File: config.mk
export PLATFORM = sky130hd
export DESIGN_NAME = hangul_syllable_compose_decompose
export DESIGN_NICKNAME = d
export VERILOG_FILES = /design/src/hscd_pkg.sv /design/src/hscd_compose.sv /design/src/hscd_analyze.sv /design/src/hangul_syllable_compose_decompose.sv
export SDC_FILE = /design/constraint.sdc
export NUM_CORES = 1
export LEC_CHECK = 0
export BUFFER_PORTS_ARGS = -buffer_cell sky130_fd_sc_hd__buf_4
export CAP_MARGIN = 30
export CORE_ASPECT_RATIO = 0.9
export CORE_MARGIN = 4
export CORE_UTILIZATION = 40
export CTS_CLUSTER_DIAMETER = 30
export DETAILED_ROUTE_END_ITERATION = 7
export GPL_TIMING_DRIVEN = 0
export RECOVER_POWER = 100
export REMOVE_ABC_BUFFERS = 1
export SYNTH_ARGS = -nofsm -noshare
export SYNTH_HDL_FRONTEND = slang
export SYNTH_SLANG_ARGS = --single-unit
File: constraint.sdc
create_clock -name clk -period 13.2 [get_ports clk]
set_input_delay 1.32 -clock clk [delete_from_list [all_inputs] [get_ports clk]]
set_output_delay 1.32 -clock clk [all_outputs]
set_load 0.02 [all_outputs]
File: src/hscd_pkg.sv
// Shared types, constants and jamo mapping tables for the Hangul syllable block.
`timescale 1ns / 1ps
package hscd_pkg;

  // Precomposed syllable block and its split into initial / medial / final.
  localparam logic [31:0] SYL_BASE = 32'h0000_AC00;
  localparam logic [31:0] SYL_LAST = 32'h0000_D7AF;
  localparam int INI_SPAN = 588;
  localparam int MED_SPAN = 28;
  localparam int NUM_INI = 19;
  localparam int NUM_MED = 21;

  // Compatibility jamo block.
  localparam logic [31:0] JAMO_BASE = 32'h0000_3131;
  localparam logic [31:0] JAMO_LAST = 32'h0000_3163;

  // Positional (conjoining) jamo ranges.
  localparam logic [31:0] POS_INI_FIRST = 32'h0000_1100;
  localparam logic [31:0] POS_INI_LAST = 32'h0000_1112;
  localparam logic [31:0] POS_MED_FIRST = 32'h0000_1161;
  localparam logic [31:0] POS_MED_LAST = 32'h0000_1175;
  localparam logic [31:0] POS_FIN_FIRST = 32'h0000_11A8;
  localparam logic [31:0] POS_FIN_LAST = 32'h0000_11C2;

  // Marker for an encapsulated non-Hangul character.
  localparam logic [31:0] NON_HANGUL = 32'hFFFF_FFFE;

  // Compatibility index that stands for "no final consonant".
  localparam logic [5:0] FIN_NONE = 6'd51;

  typedef enum logic [0:0] {
    KIND_ANALYZE = 1'b0,
    KIND_COMPOSE = 1'b1
  } kind_t;

  typedef enum logic [2:0] {
    STATUS_OK          = 3'd0,
    STATUS_BAD_INITIAL = 3'd1,
    STATUS_BAD_MEDIAL  = 3'd2,
    STATUS_BAD_FINAL   = 3'd3,
    STATUS_RANGE       = 3'd4
  } status_t;

  typedef enum logic [1:0] {
    CLASS_OTHER    = 2'd0,
    CLASS_SYLLABLE = 2'd1,
    CLASS_JAMO     = 2'd2,
    CLASS_ENCAP    = 2'd3
  } class_t;

  typedef struct packed {
    kind_t       kind;
    logic [31:0] codepoint_in;
    logic [5:0]  initial_in;
    logic [5:0]  medial_in;
    logic [5:0]  final_in;
  } in_item_t;

  typedef struct packed {
    status_t     status;
    class_t      char_class;
    logic [31:0] codepoint_out;
    logic [13:0] syllable_offset;
    logic [5:0]  initial_out;
    logic [5:0]  medial_out;
    logic [5:0]  final_out;
    logic [5:0]  jamo_index;
  } out_item_t;

  // Result of a compatibility-to-positional lookup: hit is low for a miss.
  typedef struct packed {
    logic       hit;
    logic [4:0] idx;
  } jamo_map_t;

  function automatic jamo_map_t comp_to_ini(input logic [5:0] c);
    jamo_map_t r;
    r.hit = 1'b1;
    case (c)
      6'd0:    r.idx = 5'd0;
      6'd1:    r.idx = 5'd1;
      6'd3:    r.idx = 5'd2;
      6'd6:    r.idx = 5'd3;
      6'd7:    r.idx = 5'd4;
      6'd8:    r.idx = 5'd5;
      6'd16:   r.idx = 5'd6;
      6'd17:   r.idx = 5'd7;
      6'd18:   r.idx = 5'd8;
      6'd20:   r.idx = 5'd9;
      6'd21:   r.idx = 5'd10;
      6'd22:   r.idx = 5'd11;
      6'd23:   r.idx = 5'd12;
      6'd24:   r.idx = 5'd13;
      6'd25:   r.idx = 5'd14;
      6'd26:   r.idx = 5'd15;
      6'd27:   r.idx = 5'd16;
      6'd28:   r.idx = 5'd17;
      6'd29:   r.idx = 5'd18;
      default: begin
        r.hit = 1'b0;
        r.idx = 5'd0;
      end
    endcase
    return r;
  endfunction

  // Vowels occupy compatibility indices 30 through 50 in order.
  function automatic jamo_map_t comp_to_med(input logic [5:0] c);
    jamo_map_t r;
    r.hit = (c >= 6'd30) && (c <= 6'd50);
    r.idx = r.hit ? 5'(c - 6'd30) : 5'd0;
    return r;
  endfunction

  // Finals skip the compatibility letters that only occur as initials.
  function automatic jamo_map_t comp_to_fin(input logic [5:0] c);
    jamo_map_t r;
    r.hit = 1'b1;
    if (c <= 6'd6) begin
      r.idx = 5'(c + 6'd1);
    end else if (c >= 6'd8 && c <= 6'd17) begin
      r.idx = 5'(c);
    end else if (c >= 6'd19 && c <= 6'd23) begin
      r.idx = 5'(c - 6'd1);
    end else if (c >= 6'd25 && c <= 6'd29) begin
      r.idx = 5'(c - 6'd2);
    end else if (c == FIN_NONE) begin
      r.idx = 5'd0;
    end else begin
      r.hit = 1'b0;
      r.idx = 5'd0;
    end
    return r;
  endfunction

  function automatic logic [5:0] ini_to_comp(input logic [4:0] i);
    logic [5:0] r;
    case (i)
      5'd0:    r = 6'd0;
      5'd1:    r = 6'd1;
      5'd2:    r = 6'd3;
      5'd3:    r = 6'd6;
      5'd4:    r = 6'd7;
      5'd5:    r = 6'd8;
      5'd6:    r = 6'd16;
      5'd7:    r = 6'd17;
      5'd8:    r = 6'd18;
      5'd9:    r = 6'd20;
      5'd10:   r = 6'd21;
      5'd11:   r = 6'd22;
      5'd12:   r = 6'd23;
      5'd13:   r = 6'd24;
      5'd14:   r = 6'd25;
      5'd15:   r = 6'd26;
      5'd16:   r = 6'd27;
      5'd17:   r = 6'd28;
      5'd18:   r = 6'd29;
      default: r = 6'd0;
    endcase
    return r;
  endfunction

  function automatic logic [5:0] med_to_comp(input logic [4:0] m);
    return 6'(m) + 6'd30;
  endfunction

  function automatic logic [5:0] fin_to_comp(input logic [4:0] f);
    logic [5:0] r;
    case (f)
      5'd0:    r = FIN_NONE;
      5'd1:    r = 6'd0;
      5'd2:    r = 6'd1;
      5'd3:    r = 6'd2;
      5'd4:    r = 6'd3;
      5'd5:    r = 6'd4;
      5'd6:    r = 6'd5;
      5'd7:    r = 6'd6;
      5'd8:    r = 6'd8;
      5'd9:    r = 6'd9;
      5'd10:   r = 6'd10;
      5'd11:   r = 6'd11;
      5'd12:   r = 6'd12;
      5'd13:   r = 6'd13;
      5'd14:   r = 6'd14;
      5'd15:   r = 6'd15;
      5'd16:   r = 6'd16;
      5'd17:   r = 6'd17;
      5'd18:   r = 6'd19;
      5'd19:   r = 6'd20;
      5'd20:   r = 6'd21;
      5'd21:   r = 6'd22;
      5'd22:   r = 6'd23;
      5'd23:   r = 6'd25;
      5'd24:   r = 6'd26;
      5'd25:   r = 6'd27;
      5'd26:   r = 6'd28;
      5'd27:   r = 6'd29;
      default: r = 6'd0;
    endcase
    return r;
  endfunction

endpackage

File: src/hscd_compose.sv
// Syllable composition from three compatibility jamo indices.
`timescale 1ns / 1ps
module hscd_compose (
  input  logic [5:0]          initial_in,
  input  logic [5:0]          medial_in,
  input  logic [5:0]          final_in,
  output hscd_pkg::out_item_t res
);
  import hscd_pkg::*;

  jamo_map_t   ini;
  jamo_map_t   med;
  jamo_map_t   fin;
  logic [13:0] offset;

  assign ini = comp_to_ini(initial_in);
  assign med = comp_to_med(medial_in);
  assign fin = comp_to_fin(final_in);

  assign offset = 14'(14'(ini.idx) * 14'(INI_SPAN)) + 14'(14'(med.idx) * 14'(MED_SPAN))
                + 14'(fin.idx);

  // A valid triple always lands inside the table range, and the inverse
  // tables return the input indices, so the analysis is known up front.
  always_comb begin
    res = '0;
    if (!ini.hit) begin
      res.status = STATUS_BAD_INITIAL;
    end else if (!med.hit) begin
      res.status = STATUS_BAD_MEDIAL;
    end else if (!fin.hit) begin
      res.status = STATUS_BAD_FINAL;
    end else begin
      res.status          = STATUS_OK;
      res.char_class      = CLASS_SYLLABLE;
      res.codepoint_out   = SYL_BASE + 32'(offset);
      res.syllable_offset = offset;
      res.initial_out     = initial_in;
      res.medial_out      = medial_in;
      res.final_out       = final_in;
    end
  end

endmodule

File: src/hscd_analyze.sv
// Codepoint normalization, classification and syllable decomposition.
`timescale 1ns / 1ps
module hscd_analyze (
  input  logic [31:0]         codepoint_in,
  output hscd_pkg::out_item_t res
);
  import hscd_pkg::*;

  logic [31:0]        cp;
  logic               pos_ini;
  logic               pos_med;
  logic               pos_fin;
  logic [5:0]         pos_idx;
  logic               is_syl;
  logic               is_jamo;
  logic [13:0]        off;
  logic [NUM_INI-1:0] ini_thermo;
  logic [4:0]         ini_q;
  logic [9:0]         ini_rem;
  logic [NUM_MED-2:0] med_thermo;
  logic [4:0]         med_q;
  logic [4:0]         fin_q;

  assign cp = codepoint_in;

  // Positional jamo fold onto compatibility jamo.
  assign pos_ini = (cp >= POS_INI_FIRST) && (cp <= POS_INI_LAST);
  assign pos_med = (cp >= POS_MED_FIRST) && (cp <= POS_MED_LAST);
  assign pos_fin = (cp >= POS_FIN_FIRST) && (cp <= POS_FIN_LAST);

  always_comb begin
    if (pos_ini) begin
      pos_idx = ini_to_comp(5'(cp - POS_INI_FIRST));
    end else if (pos_med) begin
      pos_idx = med_to_comp(5'(cp - POS_MED_FIRST));
    end else begin
      pos_idx = fin_to_comp(5'(cp - POS_FIN_FIRST + 32'd1));
    end
  end

  assign is_syl  = (cp >= SYL_BASE) && (cp <= SYL_LAST);
  assign is_jamo = (cp >= JAMO_BASE) && (cp <= JAMO_LAST);
  assign off     = 14'(cp - SYL_BASE);

  // Division by 588 and 28 as parallel threshold compares; the count of
  // thresholds passed is the quotient.
  always_comb begin
    for (int k = 1; k <= NUM_INI; k++) begin
      ini_thermo[k-1] = off >= 14'(k * INI_SPAN);
    end
  end

  assign ini_q   = 5'($countones(ini_thermo));
  assign ini_rem = 10'(off - 14'(14'(ini_q) * 14'(INI_SPAN)));

  always_comb begin
    for (int k = 1; k < NUM_MED; k++) begin
      med_thermo[k-1] = ini_rem >= 10'(k * MED_SPAN);
    end
  end

  assign med_q = 5'($countones(med_thermo));
  assign fin_q = 5'(ini_rem - 10'(10'(med_q) * 10'(MED_SPAN)));

  always_comb begin
    res = '0;
    if (pos_ini || pos_med || pos_fin) begin
      res.char_class    = CLASS_JAMO;
      res.codepoint_out = JAMO_BASE + 32'(pos_idx);
      res.jamo_index    = pos_idx;
    end else begin
      res.codepoint_out = cp;
      if (is_syl) begin
        res.char_class      = CLASS_SYLLABLE;
        res.syllable_offset = off;
        if (ini_q < 5'(NUM_INI)) begin
          res.initial_out = ini_to_comp(ini_q);
          res.medial_out  = med_to_comp(med_q);
          res.final_out   = fin_to_comp(fin_q);
        end else begin
          res.status = STATUS_RANGE;
        end
      end else if (is_jamo) begin
        res.char_class = CLASS_JAMO;
        res.jamo_index = 6'(cp - JAMO_BASE);
      end else if (cp == NON_HANGUL) begin
        res.char_class = CLASS_ENCAP;
      end
    end
  end

endmodule

File: src/hangul_syllable_compose_decompose.sv
// Top level of the Hangul syllable analyzer and composer.
`timescale 1ns / 1ps
// An item accepted at a clock edge is captured in the input register (in_reg, in_valid), then
// in the result register (result, done), where its result shows with done high.
// Throughput: one item per cycle; busy stays low and start may be held high every cycle.
// The rate is set by the single combinational pass between the input and result registers.
// Reset (rst, synchronous, active high) clears both valid flags, so no stray result
// appears; the payload registers are not reset. The receiver cannot stall the block.
module hangul_syllable_compose_decompose (
  input  logic                clk,
  input  logic                rst,
  input  logic                start,
  output logic                busy,
  input  hscd_pkg::in_item_t  in_item,
  output logic                done,
  output hscd_pkg::out_item_t result
);
  import hscd_pkg::*;

  // Input stage: the accepted item and a flag that marks it as live.
  logic      in_valid;
  in_item_t  in_reg;

  // Both paths are evaluated on every item; kind picks one of them.
  out_item_t compose_res;
  out_item_t analyze_res;
  out_item_t result_next;

  // The pipeline never backs up: the receiver must take every result in the cycle it
  // appears (the block itself does not enforce this), so the block is always free for a new item.
  assign busy = 1'b0;

  always_ff @(posedge clk) begin
    if (rst) begin
      in_valid <= 1'b0;
    end else begin
      in_valid <= start && !busy;
    end
  end

  always_ff @(posedge clk) begin
    if (start && !busy) begin
      in_reg <= in_item;
    end
  end

  hscd_compose u_compose (
    .initial_in (in_reg.initial_in),
    .medial_in  (in_reg.medial_in),
    .final_in   (in_reg.final_in),
    .res        (compose_res)
  );

  hscd_analyze u_analyze (
    .codepoint_in (in_reg.codepoint_in),
    .res          (analyze_res)
  );

  assign result_next = (in_reg.kind == KIND_COMPOSE) ? compose_res : analyze_res;

  // Result stage: done is a one-cycle strobe that follows each live item.
  always_ff @(posedge clk) begin
    if (rst) begin
      done <= 1'b0;
    end else begin
      done <= in_valid;
    end
  end

  always_ff @(posedge clk) begin
    if (in_valid) begin
      result <= result_next;
    end
  end

  // Every accepted item is followed by a result, with done high, once it has passed the input and result registers.
  a_item_to_result: assert property (@(posedge clk) disable iff (rst)
    (start && !busy) |=> ##1 done)
    else $error("accepted item produced no result");

  // A rejected compose request carries nothing but its status.
  a_reject_clean: assert property (@(posedge clk) disable iff (rst)
    (done && (result.status == STATUS_BAD_INITIAL || result.status == STATUS_BAD_MEDIAL ||
              result.status == STATUS_BAD_FINAL))
    |-> (result.char_class == CLASS_OTHER && result.codepoint_out == 32'd0))
    else $error("rejected compose request has a nonzero payload");

  // A syllable's offset always agrees with its codepoint.
  a_syl_offset: assert property (@(posedge clk) disable iff (rst)
    (done && result.char_class == CLASS_SYLLABLE)
    |-> (result.syllable_offset == 14'(result.codepoint_out - SYL_BASE)))
    else $error("syllable offset does not match codepoint");

  // The jamo index is only meaningful for the jamo class.
  a_jamo_zero: assert property (@(posedge clk) disable iff (rst)
    (done && result.char_class != CLASS_JAMO) |-> (result.jamo_index == 6'd0))
    else $error("jamo index set outside the jamo class");

endmodule
==> results.sh <==
export IMPL_status="finished, violations left"
export IMPL_violations="max-capacitance violations, max-slew violations"
export IMPL_hold_path_depth=1
export IMPL_dr_pass1_iters=6
export IMPL_r2r_cells=54
export IMPL_relSlewSlack_pct=-152
export IMPL_overflow=0
export IMPL_grt_first_pass_wirelength_mm=53.1
export IMPL_dp_hpwl_mm=24.0
export IMPL_grt_pass1_vias=9502
export IMPL_clk_path_buf_depth=2
export IMPL_synth_flop_cell="edfxtp_1"
export IMPL_slowest_stage="fa_1"
export IMPL_synthArstFlopShare_pct=0
export IMPL_layout_drive_gt1_share_pct=14.1
export IMPL_max_freq_mhz=78.1
export IMPL_path_common_cell="inv_1"
export IMPL_critPathLaunchType="register"
export IMPL_synth_edf_count=126
export IMPL_slew_violations=129
export IMPL_worstHoldStart="in_reg[44]$_DFFE_PP_"
export IMPL_hold_viol_final=0
export IMPL_endpoint_kind="register"
export IMPL_track_usage_pct=21.3
export IMPL_setup_ws_ns=0.395
export IMPL_synthCells=1220
export IMPL_post_place_ws_ns=-1.92
export IMPL_netlist_area_mm2=0.0115
export IMPL_antenna_found_initial=0
export IMPL_cts_tree="done"
export IMPL_routedWlPerCell_um=19.5
export IMPL_hold_path_end="result[64]$_SDFFCE_PP0P_"
export IMPL_drt_wl_total_mm=34.1
export IMPL_pin_count=131
export IMPL_rrSetupSlack_ns=0.39
export IMPL_syn_to_final_growth_pct=20.0
export IMPL_dieArea_mm2=0.0315
export IMPL_core_region_area_mm2=0.0282
export IMPL_post_route_period_util_pct=97.0
export IMPL_synthTopCellsByArea="edfxtp_1 (33%), ha_1 (15%), fa_1 (6.8%)"
export IMPL_syn_area_per_cell_um2=9.43
export IMPL_synth_cell_types=79
export IMPL_via_per_inst=5.69
export IMPL_insertedDiodeCount=0
export IMPL_rr_endpoint="result[6]$_DFFE_PP_"
export IMPL_h_tree_depth=4
export IMPL_drv_cap=2
export IMPL_clock_skew_ns=0.0101
export IMPL_die_y_um=169
export IMPL_initial_core_util_pct=40.8
export IMPL_die_x_um=187
export IMPL_yosysWarnings=0
export IMPL_gp_congestion=0.899
export IMPL_holdBufCountCts=0
export IMPL_grt_max_degree=65
export IMPL_nNetsFinal=1603
export IMPL_synthTopCellsByCount="ha_1 (135), edfxtp_1 (126), inv_1 (108)"
export IMPL_critPathMaxStageDelay_ns=0.54
export IMPL_yosys_area_top_type_share_pct=32.9
export IMPL_worstPathRequired_ns=13.45
export IMPL_r2r_start="in_reg[28]$_DFFE_PP_"
export IMPL_worst_slew_pin_slew_ns=3.77
export IMPL_cp_max_fo=10
export IMPL_largest_register_ffs=75
export IMPL_cts_buffers=17
export IMPL_synth_area_leader_cell="edfxtp_1"
export IMPL_root_buffer="clkbuf_16"
export IMPL_yosysMostFrequentCell="ha_1"
export IMPL_worstHoldPathType="register to register"
export IMPL_min_period_ns=12.81
export IMPL_drc_errors=0
export IMPL_postRouteAntennaNets=0
export IMPL_fillers=2711
export IMPL_critPathKind="register to register"
export IMPL_cp_arrival_ns=13.05
export IMPL_synth_seq_cells=133
export IMPL_numPortBuffers=129
export IMPL_cts_sinks=133
export IMPL_clkLatencyLatePin_ns=0.44
export IMPL_cts_clk_slew_worst_paths_ns=0.06
export IMPL_drt_iter0_drc=980
export IMPL_num_vias=9933
export IMPL_setup_viol_count_final=0
export IMPL_ys_seq_area_share_pct=34.1
export IMPL_rows=58
worst max-delay path by stage:
stage / startpoint / end / slack [ns] / cells past startpoint
3_5_place_dp: in_reg[20]$_DFFE_PP_ / result[6]$_DFFE_PP_ / -1.92 / 47
2_1_floorplan: in_reg[28]$_DFFE_PP_ / result[6]$_DFFE_PP_ / 0.01 / 48
6_report: in_reg[28]$_DFFE_PP_ / result[6]$_DFFE_PP_ / 0.39 / 54
5_1_grt: in_reg[24]$_DFFE_PP_ / result[6]$_DFFE_PP_ / -0.02 / 54
3_3_place_gp: in_reg[20]$_DFFE_PP_ / result[6]$_DFFE_PP_ / -2.00 / 47
4_1_cts: in_reg[28]$_DFFE_PP_ / result[6]$_DFFE_PP_ / 0.05 / 53
critical path: cells and delay by family, from the launching register on:
family / cells / cell delay, ns
fa+ha+maj: 21 / 7.85
compound gates: 8 / 1.55
buf+inv: 15 / 1.40
xor+xnor: 5 / 0.91
simple gates: 5 / 0.47
flops: 1 / 0.44
per-layer routing:
metal	track usage, %	share of wire, %	wire length, um	vias to the layer above
met5	0	0	0	-
li1	-	-	-	4683
met2	33.3	44	15100	470
met4	5.34	2.2	752	0
met1	30.3	46	15700	4712
met3	4.60	7.7	2620	68
cell type report:
| class | instances | area (um2) | area share, % |
|---|---|---|---|
| Clock buffer | 17 | 425 | 3.08 |
| Sequential cell | 133 | 3920 | 28.4 |
| Tap cell | 360 | 450 | 3.26 |
| Inverter | 111 | 419 | 3.04 |
| Timing Repair Buffer | 191 | 1160 | 8.41 |
| Clock inverter | 14 | 209 | 1.51 |
| Multi-Input combinational cell | 921 | 7210 | 52.3 |
through the flow:
step,cells,utilization [%],cell area [um2],hold WS [ns],TNS (ns)
2_1_floorplan,1164,-,11300,0.549,0
3_3_place_gp,1653,45.0,12700,0.564,-12.53
3_5_place_dp,1657,45.3,12700,0.569,-11.43
4_1_cts,1722,49.0,13800,0.592,0
5_1_grt,1747,49.0,13800,0.603,-0.0199
6_report,1747,49.0,13800,0.589,0
what timing repair did:
item                       in CTS  in global routing
setup endpoints to repair      10                  6
setup buffers                  33                 25
gates resized for setup        28                 32
gates cloned                    1                  0
pin swaps                       6                  9
cells by family (layout without fill, tap and decap cells):
family | count (synthesis) | count (layout) | synth area share (%)
buffers and inverters | 168 | 333 | 5.72
xor gates and xnor gates | 64 | 65 | 4.94
adders and majority gates | 175 | 175 | 21.6
AOI/OAI and AO/OA | 304 | 304 | 16.7
and+or+nand+nor | 363 | 363 | 15.9
DFF | 133 | 133 | 34.1
other | 1 | 2 | 0.0326
muxes | 12 | 12 | 1.07
placed cells by master, fill, tap and decap left out, types with 6 or more instances in the layout:
master	n
ha_1	128
edfxtp_1	126
inv_1	105
nand2_1	96
clkbuf_1	86
o21ai_0	77
nor2_1	76
a21oi_1	73
buf_4	49
clkbuf_4	46
nand3_1	37
fa_1	35
xnor2_1	34
nor3_1	25
o22ai_1	22
nand2b_1	20
xor2_1	18
nor2b_1	17
a31oi_1	17
clkbuf_16	17
a21o_1	16
and2_0	15
nand4_1	14
nor4_1	11
o21ai_1	10
mux2i_1	10
o211ai_1	10
o21a_1	8
o31ai_1	8
buf_6	8
or2_2	7
xnor2_2	7
a211oi_1	7
dfxtp_1	7
and2_1	6
o2111ai_1	6
nor3b_1	6
a22o_1	6
ha_4	6
Power is left out: the tool's default activity adds up to more than one toggle a clock period on the data nets, which glitch-free logic cannot reach.
